===== src/rtl/pft_pkg.sv =====
`timescale 1ns / 1ps
`default_nettype none

package pft_pkg;

    // Event kinds carried in req_type
    typedef enum logic [1:0] {
        REQ_OVERFLOW = 2'd0,
        REQ_PPS      = 2'd1,
        REQ_FRAME    = 2'd2,
        REQ_GPS      = 2'd3
    } req_type_t;

    // Configuration register indexes
    localparam int unsigned CFG_IDX_W = 2;
    localparam int unsigned CFG_DATA_W = 8;
    localparam logic [CFG_IDX_W-1:0] CFG_FRAMES_ENABLED = 2'd0;
    localparam logic [CFG_IDX_W-1:0] CFG_OVERFLOW_LIMIT = 2'd1;
    localparam logic [CFG_IDX_W-1:0] CFG_DEFAULT_LEAP   = 2'd2;

    localparam logic [7:0] LIMIT_RESET   = 8'd183;
    localparam logic [7:0] LEAP_RESET    = 8'd18;
    localparam logic [7:0] NOTHING_SAVED = 8'hFF;

    // Status word layout
    localparam int unsigned ST_W       = 5;
    localparam int unsigned ST_SEEN    = 0;
    localparam int unsigned ST_RECENT  = 1;
    localparam int unsigned ST_SRC_LO  = 2;
    localparam int unsigned ST_SRC_HI  = 3;
    localparam int unsigned ST_JUMPED  = 4;

    // Leap source codes
    typedef enum logic [1:0] {
        SRC_UNKNOWN = 2'd0,
        SRC_DEFAULT = 2'd1,
        SRC_SAVED   = 2'd2,
        SRC_GPS     = 2'd3
    } leap_src_t;

    typedef struct packed {
        logic              frames_enabled;
        logic [7:0]        overflow_limit;
        logic signed [7:0] default_leap;
    } cfg_t;

    typedef struct packed {
        logic [1:0]        req_type;
        logic [15:0]       capture_count;
        logic [31:0]       gps_time;
        logic signed [7:0] gps_leap;
        logic              leap_is_default;
    } item_t;

    typedef struct packed {
        logic signed [7:0] frame_leap;
        logic [ST_W-1:0]   clock_status;
        logic [7:0]        frame_number;
        logic [31:0]       second_length;
        logic [31:0]       ticks_since_second;
        logic [31:0]       frame_epoch;
    } result_t;

    // Ticks from the PPS point to a capture, given whole overflows in between
    function automatic logic [31:0] span_ticks(input logic [7:0] ovf,
                                               input logic [15:0] cap,
                                               input logic [15:0] phase);
        logic [15:0] upper;
        upper = {8'h00, ovf} - 16'd1;
        return {upper, cap} + {16'h0000, phase};
    endfunction

    function automatic logic [31:0] sext8(input logic [7:0] v);
        return {{24{v[7]}}, v};
    endfunction

endpackage

`default_nettype wire


===== src/rtl/pps_frame_timestamper_top.sv =====
`timescale 1ns / 1ps
`default_nettype none

// Frame timestamper against a GPS pulse-per-second.
// Input channel (s_): one event per beat, kind in s_req_type: timer overflow
// tick, PPS capture, frame capture or GPS time/leap update. Only frame
// captures with frames_enabled set give a result beat on the m_ channel:
// leap, status, frame number, last second length, ticks since the PPS and
// the epoch second of the frame.
// Configuration: cfg_we/cfg_index/cfg_wdata write a register at once; write
// only while no event is in flight. Writing frames_enabled restarts the
// frame numbering.
// A result beat is presented from the result register: an accepted event waits
// in the input register, and its result is then loaded into the result register.
// Throughput: one event per cycle while m_ready does not stall the result stage,
// set by the state update between the two registers.
// Reset (aresetn low, synchronous): both stages empty, state and configuration
// to their defaults; s_ready is high as soon as the input stage is empty.
// Stall: while m_ready is low the result holds; one more event waits in the
// input register, and s_ready drops only when both are occupied.
module pps_frame_timestamper_top #(
    parameter int unsigned TICKS_PER_SECOND = 8000000
) (
    input  wire logic                               aclk,
    input  wire logic                               aresetn,
    input  wire logic                               cfg_we,
    input  wire logic [pft_pkg::CFG_IDX_W-1:0]      cfg_index,
    input  wire logic [pft_pkg::CFG_DATA_W-1:0]     cfg_wdata,
    input  wire logic                               s_valid,
    output logic                                    s_ready,
    input  wire logic [1:0]                         s_req_type,
    input  wire logic [15:0]                        s_capture_count,
    input  wire logic [31:0]                        s_gps_time,
    input  wire logic signed [7:0]                  s_gps_leap,
    input  wire logic                               s_leap_is_default,
    output logic                                    m_valid,
    input  wire logic                               m_ready,
    output logic signed [7:0]                       m_frame_leap,
    output logic [pft_pkg::ST_W-1:0]                m_clock_status,
    output logic [7:0]                              m_frame_number,
    output logic [31:0]                             m_second_length,
    output logic [31:0]                             m_ticks_since_second,
    output logic [31:0]                             m_frame_epoch
);

    pft_pkg::cfg_t    cfg;
    logic             counter_clear;
    pft_pkg::item_t   item_reg;
    logic             in_valid_reg;
    pft_pkg::result_t res;
    logic             res_valid;
    pft_pkg::result_t out_reg;
    logic             out_valid_reg;
    logic             out_free;
    logic             advance;
    logic             in_take;

    pft_cfg_regs u_cfg (
        .aclk          (aclk),
        .aresetn       (aresetn),
        .cfg_we        (cfg_we),
        .cfg_index     (cfg_index),
        .cfg_wdata     (cfg_wdata),
        .cfg           (cfg),
        .counter_clear (counter_clear)
    );

    pft_core #(
        .TICKS_PER_SECOND (TICKS_PER_SECOND)
    ) u_core (
        .aclk          (aclk),
        .aresetn       (aresetn),
        .cfg           (cfg),
        .counter_clear (counter_clear),
        .fire          (advance),
        .item          (item_reg),
        .res           (res),
        .res_valid     (res_valid)
    );

    // Handshake: event moves on whenever the result slot is free or draining
    assign out_free = !out_valid_reg || m_ready;
    assign advance  = in_valid_reg && out_free;
    assign s_ready  = !in_valid_reg || out_free;
    assign in_take  = s_valid && s_ready;

    // Input stage: capture the beat
    always_ff @(posedge aclk) begin
        if (!aresetn) begin
            in_valid_reg <= 1'b0;
        end else if (in_take) begin
            in_valid_reg <= 1'b1;
        end else if (advance) begin
            in_valid_reg <= 1'b0;
        end
    end

    always_ff @(posedge aclk) begin
        if (in_take) begin
            item_reg.req_type        <= s_req_type;
            item_reg.capture_count   <= s_capture_count;
            item_reg.gps_time        <= s_gps_time;
            item_reg.gps_leap        <= s_gps_leap;
            item_reg.leap_is_default <= s_leap_is_default;
        end
    end

    // Result stage: load on advance, drop once taken
    always_ff @(posedge aclk) begin
        if (!aresetn) begin
            out_valid_reg <= 1'b0;
        end else if (advance) begin
            out_valid_reg <= res_valid;
        end else if (m_ready) begin
            out_valid_reg <= 1'b0;
        end
    end

    always_ff @(posedge aclk) begin
        if (advance && res_valid) begin
            out_reg <= res;
        end
    end

    assign m_valid              = out_valid_reg;
    assign m_frame_leap         = out_reg.frame_leap;
    assign m_clock_status       = out_reg.clock_status;
    assign m_frame_number       = out_reg.frame_number;
    assign m_second_length      = out_reg.second_length;
    assign m_ticks_since_second = out_reg.ticks_since_second;
    assign m_frame_epoch        = out_reg.frame_epoch;

    // Both stages come out of reset empty
    a_reset_empty: assert property (@(posedge aclk)
        $past(!aresetn) |-> (!m_valid && !in_valid_reg))
        else $error("pipeline not empty after reset");

    // PPS recent is only ever set together with PPS seen, which never clears
    a_recent_implies_seen: assert property (@(posedge aclk) disable iff (!aresetn)
        m_valid |-> (m_clock_status[pft_pkg::ST_SEEN] ||
                     !m_clock_status[pft_pkg::ST_RECENT]))
        else $error("status shows PPS recent without PPS seen");

    // A held event stays put while the result slot is blocked
    a_hold_blocked: assert property (@(posedge aclk) disable iff (!aresetn)
        (in_valid_reg && !out_free) |=> (in_valid_reg && $stable(item_reg)))
        else $error("blocked event lost or changed");

    // A result appears only when an event advanced in the previous cycle
    a_result_source: assert property (@(posedge aclk) disable iff (!aresetn)
        $rose(m_valid) |-> $past(advance))
        else $error("result beat without an advancing event");

endmodule

`default_nettype wire


===== src/rtl/pft_cfg_regs.sv =====
`timescale 1ns / 1ps
`default_nettype none

module pft_cfg_regs (
    input  wire logic                             aclk,
    input  wire logic                             aresetn,
    input  wire logic                             cfg_we,
    input  wire logic [pft_pkg::CFG_IDX_W-1:0]    cfg_index,
    input  wire logic [pft_pkg::CFG_DATA_W-1:0]   cfg_wdata,
    output pft_pkg::cfg_t                         cfg,
    output logic                                  counter_clear
);

    pft_pkg::cfg_t cfg_reg;

    // Decode writes; unknown indexes drop silently
    always_ff @(posedge aclk) begin
        if (!aresetn) begin
            cfg_reg.frames_enabled <= 1'b0;
            cfg_reg.overflow_limit <= pft_pkg::LIMIT_RESET;
            cfg_reg.default_leap   <= pft_pkg::LEAP_RESET;
        end else if (cfg_we) begin
            unique case (cfg_index)
                pft_pkg::CFG_FRAMES_ENABLED: cfg_reg.frames_enabled <= cfg_wdata[0];
                pft_pkg::CFG_OVERFLOW_LIMIT: cfg_reg.overflow_limit <= cfg_wdata;
                pft_pkg::CFG_DEFAULT_LEAP:   cfg_reg.default_leap   <= cfg_wdata;
                default: ;
            endcase
        end
    end

    assign cfg = cfg_reg;
    // Any write to the enable restarts the frame sequence
    assign counter_clear = cfg_we && (cfg_index == pft_pkg::CFG_FRAMES_ENABLED);

endmodule

`default_nettype wire


===== src/rtl/pft_core.sv =====
`timescale 1ns / 1ps
`default_nettype none

module pft_core #(
    parameter int unsigned TICKS_PER_SECOND = 8000000
) (
    input  wire logic            aclk,
    input  wire logic            aresetn,
    input  wire pft_pkg::cfg_t   cfg,
    input  wire logic            counter_clear,
    input  wire logic            fire,
    input  wire pft_pkg::item_t  item,
    output pft_pkg::result_t     res,
    output logic                 res_valid
);

    logic [7:0]              overflow_count_reg, overflow_count_next;
    logic [15:0]             phase_comp_reg, phase_comp_next;
    logic [31:0]             last_second_reg, last_second_next;
    logic [1:0]              acquire_reg, acquire_next;
    logic [pft_pkg::ST_W-1:0] status_reg, status_next;
    logic [31:0]             utc_reg, utc_next;
    logic [7:0]              leap_now_reg, leap_now_next;
    logic [7:0]              saved_leap_reg, saved_leap_next;
    logic [7:0]              frame_counter_reg, frame_counter_next;

    logic [7:0]  ovf_inc;
    logic [31:0] span;
    logic [15:0] pps_point;
    logic        before_point;
    logic [31:0] ticks;
    logic [31:0] epoch;
    logic [7:0]  leap_sel;
    logic        is_frame;

    // Frame timing against the last PPS point
    always_comb begin
        ovf_inc      = overflow_count_reg + 8'd1;
        span         = pft_pkg::span_ticks(overflow_count_reg, item.capture_count,
                                           phase_comp_reg);
        pps_point    = ~phase_comp_reg;
        before_point = (overflow_count_reg == 8'd0) && (item.capture_count < pps_point);
        epoch        = before_point ? (utc_reg - 32'd1) : utc_reg;
        if (overflow_count_reg != 8'd0) begin
            ticks = span;
        end else if (before_point) begin
            ticks = last_second_reg - {16'h0000, pps_point - item.capture_count};
        end else begin
            ticks = {16'h0000, item.capture_count - pps_point};
        end
        leap_sel = (saved_leap_reg == pft_pkg::NOTHING_SAVED) ? cfg.default_leap
                                                              : saved_leap_reg;
    end

    // Next state for the event in hand
    always_comb begin
        overflow_count_next = overflow_count_reg;
        phase_comp_next     = phase_comp_reg;
        last_second_next    = last_second_reg;
        acquire_next        = acquire_reg;
        status_next         = status_reg;
        utc_next            = utc_reg;
        leap_now_next       = leap_now_reg;
        saved_leap_next     = saved_leap_reg;
        frame_counter_next  = frame_counter_reg;
        if (fire) begin
            unique case (pft_pkg::req_type_t'(item.req_type))
                pft_pkg::REQ_OVERFLOW: begin
                    overflow_count_next = ovf_inc;
                    if (ovf_inc >= cfg.overflow_limit) begin
                        status_next[pft_pkg::ST_RECENT] = 1'b0;
                        acquire_next = 2'd0;
                    end
                end
                pft_pkg::REQ_PPS: begin
                    utc_next            = utc_reg + 32'd1;
                    last_second_next    = span;
                    overflow_count_next = 8'd0;
                    phase_comp_next     = ~item.capture_count;
                    if (acquire_reg < 2'd2) begin
                        acquire_next = acquire_reg + 2'd1;
                        if (acquire_reg == 2'd1) begin
                            status_next[pft_pkg::ST_SEEN]   = 1'b1;
                            status_next[pft_pkg::ST_RECENT] = 1'b1;
                        end
                    end
                end
                pft_pkg::REQ_FRAME: begin
                    if (cfg.frames_enabled) begin
                        frame_counter_next = frame_counter_reg + 8'd1;
                    end
                end
                pft_pkg::REQ_GPS: begin
                    if (item.leap_is_default) begin
                        status_next[pft_pkg::ST_SRC_HI:pft_pkg::ST_SRC_LO] =
                            (saved_leap_reg == pft_pkg::NOTHING_SAVED) ?
                            pft_pkg::SRC_DEFAULT : pft_pkg::SRC_SAVED;
                        leap_now_next = leap_sel;
                        utc_next = item.gps_time - pft_pkg::sext8(leap_sel)
                                   + pft_pkg::sext8(item.gps_leap);
                    end else begin
                        status_next[pft_pkg::ST_SRC_HI:pft_pkg::ST_SRC_LO] =
                            pft_pkg::SRC_GPS;
                        saved_leap_next = item.gps_leap;
                        utc_next        = item.gps_time;
                        if (item.gps_leap != leap_now_reg) begin
                            status_next[pft_pkg::ST_JUMPED] = 1'b1;
                        end
                        leap_now_next = item.gps_leap;
                    end
                end
                default: ;
            endcase
        end
        if (counter_clear) begin
            frame_counter_next = 8'd0;
        end
    end

    // Hold the timekeeping state
    always_ff @(posedge aclk) begin
        if (!aresetn) begin
            overflow_count_reg <= 8'd0;
            phase_comp_reg     <= 16'd0;
            last_second_reg    <= 32'(TICKS_PER_SECOND);
            acquire_reg        <= 2'd0;
            status_reg         <= '0;
            utc_reg            <= 32'd0;
            leap_now_reg       <= pft_pkg::LEAP_RESET;
            saved_leap_reg     <= pft_pkg::NOTHING_SAVED;
            frame_counter_reg  <= 8'd0;
        end else begin
            overflow_count_reg <= overflow_count_next;
            phase_comp_reg     <= phase_comp_next;
            last_second_reg    <= last_second_next;
            acquire_reg        <= acquire_next;
            status_reg         <= status_next;
            utc_reg            <= utc_next;
            leap_now_reg       <= leap_now_next;
            saved_leap_reg     <= saved_leap_next;
            frame_counter_reg  <= frame_counter_next;
        end
    end

    assign is_frame  = (pft_pkg::req_type_t'(item.req_type) == pft_pkg::REQ_FRAME);
    assign res_valid = is_frame && cfg.frames_enabled;

    always_comb begin
        res.frame_leap         = leap_now_reg;
        res.clock_status       = status_reg;
        res.frame_number       = frame_counter_reg;
        res.second_length      = last_second_reg;
        res.ticks_since_second = ticks;
        res.frame_epoch        = epoch;
    end

endmodule

`default_nettype wire


===== config.mk =====
export PLATFORM = sky130hd
export DESIGN_NAME = pps_frame_timestamper_top
export DESIGN_NICKNAME = d
export VERILOG_FILES = /design/src/rtl/pft_pkg.sv /design/src/rtl/pps_frame_timestamper_top.sv /design/src/rtl/pft_cfg_regs.sv /design/src/rtl/pft_core.sv
export SDC_FILE = /design/constraint.sdc
export NUM_CORES = 1
export LEC_CHECK = 0
export BUFFER_PORTS_ARGS = -buffer_cell sky130_fd_sc_hd__buf_2
export CAP_MARGIN = 20
export CORE_ASPECT_RATIO = 0.5
export CORE_MARGIN = 2
export CORE_UTILIZATION = 30
export DETAILED_ROUTE_END_ITERATION = 8
export PLACE_DENSITY = 0.46
export SYNTH_ARGS = -nofsm -noshare
export SYNTH_HDL_FRONTEND = slang
export SYNTH_SLANG_ARGS = --single-unit

===== constraint.sdc =====
create_clock -name aclk -period 24.3 [get_ports aclk]
set_input_delay 4.86 -clock aclk [delete_from_list [all_inputs] [get_ports aclk]]
set_output_delay 4.86 -clock aclk [all_outputs]
set_load 0.02 [all_outputs]

==> Yosys cells after proc, flatten, opt, wreduce, memory -nomap -nowiden <==
Index checks and enable logic that the tools add are counted.
{ "word_totals": {"elab_cells": 111, "input_bits": 74, "ff_bits": 314, "output_inout_bits": 119} }
{ "op_classes": {"bitwise_logic": 4, "add_sub_neg": 12, "n_lt_le_gt_ge": 3, "n_reduce_logical": 32, "mux": 21, "eq_ne": 11} }
{ "op_table": {"columns": ["cell", "n"], "rows": [
  ["32-bit 2-to-1 mux", 4],
  ["32-bit case mux with 2 select lines", 1],
  ["32-bit by 1-bit adder with 32-bit output (second input constant)", 1],
  ["32-bit by 16-bit adder with 32-bit output", 1],
  ["32-bit adder", 1],
  ["16-bit NOT", 2],
  ["16-bit subtractor", 2],
  ["32-bit by 1-bit subtractor with 32-bit output (second input constant)", 1],
  ["32-bit by 16-bit subtractor with 32-bit output", 1],
  ["32-bit subtractor", 1],
  ["8-bit by 1-bit adder with 8-bit output (second input constant)", 2],
  ["16-bit less-than comparator", 1],
  ["8-bit 2-to-1 mux", 2],
  ["8-bit case mux with 2 select lines", 1],
  ["2-bit AND reduction", 7],
  ["2-bit 2-to-1 mux", 6],
  ["4-bit AND reduction", 3],
  ["8-bit by 1-bit subtractor with 9-bit output (second input constant)", 1],
  ["8-bit == test (second input constant)", 1],
  ["8-bit greater-or-equal comparator", 1],
  ["8-bit zero test", 1],
  ["8-bit inequality test", 1],
  ["2-bit nonzero test", 4],
  ["8-bit nonzero test", 1],
  ["other kinds (16)", 36]
]} }

==> Logic depth before layout (Yosys ltp) <==
Gate-level depths: netlist of run 1.
{ "logic_depth": {"word_depth": 6, "mapped_depth": 19, "mapped_depth_nobuf": 18} }

==> Modules after synthesis <==
From an unflattened synthesis of run 1, not the netlist that was laid out.
{ "hier_totals": {"hier_cells": 2023, "hier_area_um2": 18919.4} }
{ "modules_own_cells": {"columns": ["module", "seq_area_each_um2", "area_per_inst_um2", "cells_per_inst", "instances"], "rows": [
  ["pft_core", 2262.2, 12806.0, 1762, 1],
  ["pps_frame_timestamper_top", 5325.1, 5397.7, 189, 1],
  ["pft_cfg_regs", 340.3, 715.7, 72, 1]
]} }

==> Worst setup path after synthesis of run 1 <==
No wires, ideal clock.
{ "synth_timing": {"path_type": "input to register", "startpoint": "input m_ready", "endpoint": "register u_core.frame_counter_reg[5]", "n_path_buf": 0, "arrival_ps": 15278, "t_required_ps": 24230, "slack_ps": 8952, "setup_ps": 70, "stages": 6, "path_cell_list": "nand2b_1 nand2_1 nor3_1 nand4_1 or3_1 a21oi_1"} }
{ "synth_between": {"elab_chain_cells": 3} }
{ "synth_rtl": {"columns": ["item", "line", "rtl"], "rows": [
  ["start: declaration", "pps_frame_timestamper_top.sv:37", "input wire logic m_ready,"],
  ["1-bit logical OR", "pps_frame_timestamper_top.sv:82", "assign out_free = !out_valid_reg || m_ready;"],
  ["1-bit logical AND", "pps_frame_timestamper_top.sv:83", "assign advance = in_valid_reg && out_free;"],
  ["3-bit AND reduction (no source line)", null, null],
  ["end signal: assignment", "pft_core.sv:141", "frame_counter_reg <= frame_counter_next;"],
  ["end: declaration", "pft_core.sv:25", "logic [7:0] frame_counter_reg, frame_counter_next;"]
]} }
No other way between the ends.
A chain may end at the register's enable or synchronous reset.

==> Worst setup path in the final report of run 1 <==
{ "layout_timing": {"startpoint": "input m_ready", "endpoint": "output s_ready"} }
{ "layout_between": {"elab_chain_cells": 2} }
{ "layout_rtl": {"columns": ["item", "line", "rtl"], "rows": [
  ["1-bit logical OR", "pps_frame_timestamper_top.sv:82", null],
  ["1-bit logical OR", "pps_frame_timestamper_top.sv:84", "assign s_ready = !in_valid_reg || out_free;"],
  ["end: declaration", "pps_frame_timestamper_top.sv:30", "output logic s_ready,"]
]} }
No other way between the ends.

==> qor.yml, run 1 <==
final_layout:
  drive_gt1_share_pct: 13.8
  fillers: 6578
  syn2layout_area_growth_pct: 14.7
  fin_cells: 3073
  nets: 2413
  antenna_cells: 0
  largest_reg_flops: 59
floorplanning:
  die_area_mm2: 0.0657
  fp.dieW_um: 360
  boundaryPins: 193
  die_h_um: 182
  core_mm2: 0.0629
  initial_core_util_pct: 30.3
  rows: 65
timing:
  slew_violations: 0
  finalCritPeriodShare_pct: 41.9
  skew_ps: 21.1
  slew-limit-headroom_pct: 33.8
  clock.fmax_mhz: 98.2
  rsz0062_at_grt: "no"
  tightest_slew_ps: 983
  setup_viol: 0
  fin_setup_tns_ps: 0
  period_minus_slack_ps: 10180
  hold_violations: 0
worst_setup_path:
  cp_top_family: "buffers and inverters"
  cpMostUsedCell: "buf_2"
  cp_data_arrival_time_ps: 5320
  max_stage_delay_ps: 180
  path_buf_inv: 2
  critPathMaxFanout: 3
  cp-end-kind: "output pin"
  path_cells: "buf_2 > nand3b_1 > buf_2"
  required_ps: 19440
  start_kind: "input port"
  rr_startpoint: "u_core.saved_leap_reg[0]$_SDFFE_PN1P_"
  startpoint: "m_ready"
  critPathSlowestCell: "nand3b_1"
  path_class: "in -> out"
grt:
  antenna_found_initial: 0
  grt_pass1_wl_um: 87200
  grtUsageTotal_pct: 16.7
  grt-ovfl-total: 0
  first_global_vias: 14926
  grt_max_degree: 61
cts:
  postCtsSetupRepairBufs: 0
  cts_buffer_depth: 3
  cts_tree: "done"
  cts.htree.levels: 2
  clockRootBuffer: "clkbuf_16"
  hold_buffers: 0
  numCtsBuffers: 35
  path_clk_slew_ps: 60
  cts.sinks: 314
  clk_latency_ps: 550
  postCtsResizedCells: 0
min_path:
  hp-class: "reg -> reg"
  hp-start: "u_core.status_reg[4]$_SDFFE_PN0P_"
drt:
  drt-initial-drc-count: 985
  drcViolationCount: 0
  vias: 15373
  drtPass1Iterations: 5
  post_drt_via_cell_ratio: 5.00
  routed_wirelength_um: 55600
  postRouteAntennaNets: 0
  routedWlPerCell_um: 18.1
power_and_ir_drop:
  ir_drop_v: 0.0000381
  clkPwrFrac_pct: 31.1
  power_density_mw_per_mm2: 76.6
  internal-power_mw: 1.09
  switching_share_pct: 35.1
  switching_power_mw: 0.587
  power_frac_comb_pct: 32.5
  total_leakage_power_nw: 8.93
  seqPwrFrac_pct: 36.3
  finalPower_mw: 1.67
logic_synthesis:
  synth_edf_count: 176
  synthCells: 2075
  async_reset_ff_share_pct: 0
  synth.distinct_cells: 81
  syn-cell-area_mm2: 0.0191
  yosysWarnings: 0
  avgSynthCellArea_um2: 9.18
  seq_area_frac_synth_pct: 42.2
  syn_nets: 2279
  synth_ff_type: "edfxtp_1"
  synth-seq-cells: 314
placed_design:
  port_buffers: 192
  hpwl_um: 40800
  dpl.cell_count: 3009
  gp_congestion: 0.865
outcome:
  status: "finished clean"
flow_run:
  max-cap-violations: 0
## layout by cell type (no fill, tap or decap), drive strengths merged, types with 28 or more instances in the layout
cell type / instances
clkbuf: 44
mux2i: 28
a21oi: 161
nand3: 48
ha: 96
dfxtp: 138
o211ai: 29
xor2: 71
nor3: 45
fa: 34
edfxtp: 176
nand2: 197
inv: 179
a211oi: 33
xnor2: 74
nor2: 176
a21o: 39
buf: 211
o21ai: 124
## metal layers
| metal | global-route usage, % | part of all wire (%) | vias to the layer above |
|---|---|---|---|
| met2 | 27.4 | 46 | 252 |
| met5 | 0 | 0 | - |
| met3 | 2.73 | 4.2 | 53 |
| li1 | - | - | 7646 |
| met4 | 3.53 | 1.5 | 0 |
| met1 | 23.3 | 48 | 7422 |
## power by group through the flow
stage	registers, mW	clock network, mW	logic [mW]
2_1_floorplan	0.610	0	0.414
3_3_place_gp	0.620	0	0.542
3_5_place_dp	0.620	0	0.542
4_1_cts	0.608	0.540	0.545
5_1_grt	0.610	0.560	0.614
6_report	0.608	0.520	0.544
## kinds of logic (layout without fill, tap and decap cells)
family | after synthesis | in the layout | synth area share, %
simple gates | 610 | 610 | 15.1
compound gates | 554 | 554 | 18.5
buf+inv | 289 | 450 | 5.85
flops | 314 | 314 | 42.2
fa+ha+maj | 130 | 130 | 9.88
xor+xnor | 145 | 145 | 6.66
mux | 33 | 33 | 1.77
## cell usage after synthesis (48+ instances only)
cell	number	area, um2
nor2_1	176	661
dfxtp_1	138	2760
xor2_1	71	622
nand2_1	197	739
xnor2_1	74	648
ha_1	96	1200
edfxtp_1	176	5290
o21ai_0	123	616
clkbuf_1	91	342
inv_1	174	653
nand3_1	48	240
a21oi_1	161	806
## area by class of cell
class / count / area (um2) / area share, %
clock inverters: 20 / 135 / 0.618
repair buffers: 211 / 1100 / 5.05
multi-input cells: 1472 / 9910 / 45.3
clock buffers: 44 / 950 / 4.35
inverters: 175 / 657 / 3.01
flip-flops and latches: 314 / 8050 / 36.8
well taps: 837 / 1050 / 4.79
## final timing paths
path,to,slack [ps],cells after the start
max reg2reg,u_core.utc_reg[29]$_SDFFE_PN0P_,18880,18
max,s_ready,14120,3
min reg2reg,m_clock_status[4]$_DFFE_PP_,440,0
min,m_clock_status[4]$_DFFE_PP_,440,0
## worst register-to-register path: stages (launching register included)
cell,delay (ps)
dfxtp_1,390
nand4_1,150
nor2_1,140
nand3_1,340
mux2i_1,480
inv_1,330
buf_4,330
fa_1,510
inv_1,40
ha_1,370
or2_2,300
a21oi_1,150
a21oi_1,100
a2111oi_0,400
nor2_1,170
nor4b_1,190
or3_1,340
a211oi_1,420
o32ai_1,130
## through the flow
stage	worst slack [ps]	cell area, um2	utilization [%]	hold WS, ps
CTS	14120	21800	34.7	439
global placement	14120	20800	33.0	422
finish	14120	21800	34.7	436
floorplan	8950	19100	-	403
global route	14090	21800	34.7	450
detailed placement	14120	20800	33.0	422
No activity file was read; power rests on OpenSTA's default activity.
==> run 2, diff against run 1 <==
PLACE_DENSITY = 0.48   (was 0.46)
clock period = 9.28 ns   (was 24.3 ns; I/O delays follow)
==> qor.yml, run 2 (synthesis gave the netlist of run 1 again) <==
outcome:
  status: "finished clean"
final_layout:
  syn2layout_area_growth_pct: 15.0
  final_common_cell: "nand2_1"
  final_cell_mix: "nand2_1 (197), buf_2 (192), edfxtp_1 (176), nor2_1 (175), inv_1 (173)"
  stdcell_area_mm2: 0.0219
  drive_gt1_share_pct: 13.9
  fillers: 6518
  nets: 2414
  largest_reg_flops: 59
grt:
  first_global_vias: 14878
  grt_pass1_wl_um: 87400
  met3_usage_pct: 2.61
  grtUsageMet1_pct: 23.7
  antenna_found_initial: 0
  grtUsageTotal_pct: 16.7
  grt.met2_usage_pct: 26.6
  gr-max-usage-layer: "met2"
  grt_max_degree: 60
  grt-ovfl-total: 0
drt:
  routed_wirelength_um: 55600
  postRouteAntennaNets: 0
  drtPass1Iterations: 6
  vias: 15394
  drcViolationCount: 0
  routedWlPerCell_um: 18.1
  drt-initial-drc-count: 973
  post_drt_via_cell_ratio: 5.01
placed_design:
  port_buffers: 192
  hpwl_um: 40900
  placed_area_mm2: 0.0208
  gp_congestion: 0.906
worst_setup_path:
  cp_data_arrival_time_ps: 5250
  required_ps: 9590
  critPathSlowestCell: "ha_1"
  path_cells: "inv_1 > ha_1 > inv_1 > o21bai_1 > a21oi_1 > o21bai_1 > a31oi_1 > o21ai_0 > xnor2_1 > ha_1 > a21o_1 > a21o_1 > a21oi_1 > a31oi_1 > a21o_1 > nor4_1 > xor2_1 > a221o_1"
  cp-end-kind: "flip-flop"
  critPathMaxFanout: 10
  start_kind: "flip-flop"
  max_stage_delay_ps: 460
  cpMostUsedCell: "a21o_1"
  path_class: "reg -> reg"
cts:
  cts_buffer_depth: 3
  numCtsBuffers: 35
  hold_buffers: 0
  cts.sinks: 314
  clockRootBuffer: "clkbuf_16"
  cts_tree: "done"
  path_clk_slew_ps: 60
  cts.htree.levels: 2
  postCtsResizedCells: 0
  postCtsSetupRepairBufs: 0
  clk_latency_ps: 560
timing:
  holdWs_ps: 434
  skew_ps: 17.5
  tightest_slew_ps: 986
  hold_violations: 0
  finalCritPeriodShare_pct: 53.2
  setup_viol: 0
  slew_violations: 0
  fin_setup_tns_ps: 0
  rsz0062_at_grt: "no"
  period_minus_slack_ps: 4940
  slew-limit-headroom_pct: 34.3
  clock.fmax_mhz: 203
power_and_ir_drop:
  power_frac_comb_pct: 32.5
  power_density_mw_per_mm2: 202
  clkPwrFrac_pct: 31.5
  ir_drop_v: 0.000107
  switching_power_mw: 1.54
  internal-power_mw: 2.88
  total_leakage_power_nw: 8.97
  seqPwrFrac_pct: 36.0
  switching_share_pct: 34.8
floorplanning:
  boundaryPins: 193
  initial_core_util_pct: 30.3
  die_area_mm2: 0.0657
  core_mm2: 0.0629
  die_h_um: 182
  rows: 65
  fp.dieW_um: 360
min_path:
  hp-class: "reg -> reg"
flow_run:
  max-cap-violations: 0
[run 2: layer usage]
metal / wire [um] / up-vias
li1: - / 7656
met1: 27000 / 7381
met2: 25200 / 294
met5: 0 / -
met3: 2360 / 63
met4: 1120 / 0
[run 2: final timing paths]
check	slack (ps)	endpoint	depth (start not counted)	start
max reg2reg	4340	m_ticks_since_second[19]$_DFFE_PP_	18	item_reg[43]$_DFFE_PP_
min reg2reg	430	m_clock_status[0]$_DFFE_PP_	0	u_core.status_reg[0]$_SDFFE_PN0P_
max	4340	m_ticks_since_second[19]$_DFFE_PP_	18	item_reg[43]$_DFFE_PP_
min	430	m_clock_status[0]$_DFFE_PP_	0	u_core.status_reg[0]$_SDFFE_PN0P_
[run 2: layout make-up]
cell class	count	area, um2	area share, %
clock inverters	17	169	0.771
well taps	837	1050	4.78
inverters	175	657	3.00
multi-input cells	1472	9910	45.2
diodes	1	2.50	0.0114
repair buffers	212	1110	5.06
clock buffers	46	967	4.41
flip-flops and latches	314	8050	36.7
[run 2: critical path, delay by kind of cell (launching register included)]
kind	cells	cell delay [ps]
simple gates	1	290
fa+ha+maj	2	770
compound gates	11	2760
buf+inv	2	170
flops	1	390
xor+xnor	2	280
[run 2: metrics by stage]
| step | std cells | setup slack [ps] | utilization (%) | total power, mW |
|---|---|---|---|---|
| final | 3074 | 4340 | 34.8 | 4.42 |
| after global routing | 3073 | 4000 | 34.8 | 4.71 |
| after CTS | 3072 | 4390 | 34.8 | 4.47 |
| after detailed placement | 3009 | 4420 | 33.0 | 3.05 |
| after global placement | 3009 | 4610 | 33.0 | 3.04 |
| after floorplan | 2075 | 1040 | - | 2.68 |
[run 2: power groups by stage]
stage	clock, mW	combinational [mW]	sequential (mW)
floorplan	0	1.09	1.60
global placement	0	1.42	1.62
detailed placement	0	1.42	1.62
CTS	1.44	1.43	1.59
global route	1.50	1.61	1.60
finish	1.39	1.44	1.59
==> run 3, diff against run 2 <==
clock period = 4.2 ns   (was 9.28 ns; I/O delays follow)
==> qor.yml, run 3 (synthesis gave the netlist of run 1 again) <==
outcome:
  status: "finished clean"
worst_setup_path:
  path_class: "reg -> reg"
  cp_data_arrival_time_ps: 4340
  cp-end-kind: "flip-flop"
  critPathMaxFanout: 5
  reg2reg_slack_ps: 140
  start_kind: "flip-flop"
  required_ps: 4480
timing:
  slew_violations: 0
  skew_ps: 26.4
  rsz0062_at_grt: "yes"
  period_minus_slack_ps: 4060
  tightest_slew_ps: 932
  clock.fmax_mhz: 247
  setup_viol: 0
  finalCritPeriodShare_pct: 96.6
  hold_violations: 0
  slew-limit-headroom_pct: 37.8
  holdWs_ps: 443
cts:
  cts_tree: "done"
  cts.htree.levels: 2
  hold_buffers: 0
  path_clk_slew_ps: 70
  clk_latency_ps: 560
  clockRootBuffer: "clkbuf_16"
  numCtsBuffers: 35
  cts.sinks: 314
  cts_buffer_depth: 3
floorplanning:
  rows: 65
  initial_core_util_pct: 30.3
  boundaryPins: 193
  core_mm2: 0.0629
  die_area_mm2: 0.0657
  die_h_um: 182
  fp.dieW_um: 360
power_and_ir_drop:
  finalPower_mw: 10.5
  total_leakage_power_nw: 9.54
  ir_drop_v: 0.000219
  clkPwrFrac_pct: 29.4
  power_density_mw_per_mm2: 450
  switching_share_pct: 34.7
  internal-power_mw: 6.84
  switching_power_mw: 3.63
  seqPwrFrac_pct: 33.6
  power_frac_comb_pct: 37.0
final_layout:
  final_cell_mix: "nand2_1 (196), buf_2 (192), edfxtp_1 (176), inv_1 (170), nor2_1 (168)"
  final_common_cell: "nand2_1"
  syn2layout_area_growth_pct: 22.1
  largest_reg_flops: 59
  fin_cells: 3182
  nets: 2524
  antenna_cells: 0
  drive_gt1_share_pct: 21.3
drt:
  drtPass1Iterations: 5
  routedWlPerCell_um: 18.5
  drcViolationCount: 0
  vias: 15744
  drt-initial-drc-count: 1023
  postRouteAntennaNets: 0
  post_drt_via_cell_ratio: 4.95
  routed_wirelength_um: 58700
placed_design:
  dpl.cell_count: 3115
  port_buffers: 192
  gp_congestion: 0.886
  hpwl_um: 43300
grt:
  antenna_found_initial: 0
  grt_pass1_wl_um: 89800
  grt_max_degree: 110
  grt-ovfl-total: 0
  first_global_vias: 15245
  grtUsageTotal_pct: 17.3
min_path:
  hp-class: "reg -> reg"
flow_run:
  max-cap-violations: 0
[run 3: layer usage]
| layer | GRT usage [%] | wire length (um) | vias up | part of all wire (%) |
|---|---|---|---|---|
| li1 | - | - | 7849 | - |
| met3 | 2.60 | 2520 | 56 | 4.3 |
| met5 | 0 | 0 | - | 0 |
| met4 | 3.26 | 827 | 0 | 1.4 |
| met1 | 24.7 | 28500 | 7547 | 49 |
| met2 | 27.9 | 26900 | 292 | 46 |
[run 3: per-stage QoR]
stage	util (%)	setup WS, ps	setup TNS, ps	cell area (um2)
3_3_place_gp	34.5	-101	-255	21700
4_1_cts	36.3	1.14	0	22900
5_1_grt	37.0	-151	-770	23300
2_1_floorplan	-	-866	-21960	19100
6_report	37.0	145	0	23300
3_5_place_dp	34.5	-152	-1330	21700
[run 3: layout make-up]
type / count / area, um2
fill: 6455 / 39700
clock inverter: 19 / 169
multi-input combinational: 1472 / 10400
inverter: 175 / 661
sequential: 314 / 8050
tap: 837 / 1050
clock buffer: 43 / 937
timing repair buffer: 322 / 2010
[run 3: power by group through the flow]
stage	Clock [mW]	Combinational, mW	Sequential (mW)
after floorplan	0	2.44	3.53
after global placement	0	3.58	3.59
after detailed placement	0	3.57	3.59
after CTS	3.18	3.62	3.52
after global routing	3.31	4.28	3.53
final	3.08	3.87	3.52
[run 3: worst paths after layout]
path / endpoint / from / cells past startpoint
min: m_clock_status[0]$_DFFE_PP_ / u_core.status_reg[0]$_SDFFE_PN0P_ / 0
max reg2reg: m_ticks_since_second[22]$_DFFE_PP_ / item_reg[41]$_DFFE_PP_ / 18
max: m_ticks_since_second[22]$_DFFE_PP_ / item_reg[41]$_DFFE_PP_ / 18
min reg2reg: m_clock_status[0]$_DFFE_PP_ / u_core.status_reg[0]$_SDFFE_PN0P_ / 0
[run 3: critical path, stage by stage, from the launching register on]
cell and delay, ps:
edfxtp_1 380, ha_2 200, inv_2 50, fa_2 350
a21o_1 170, a21oi_2 200, o21bai_1 110, a21oi_2 170
o21ai_1 130, a211oi_2 310, xor2_1 130, ha_1 350
inv_1 70, or3_1 380, o221a_4 140, o21a_4 230
nor2b_4 130, xnor2_1 170, o211ai_1 110
[run 3: what timing repair did]
action,4_1_cts,5_1_grt
pin swaps,2,37
hold endpoints to repair,0,0
setup endpoints to repair,19,34
resized for setup,13,84
buffers inserted,0,7
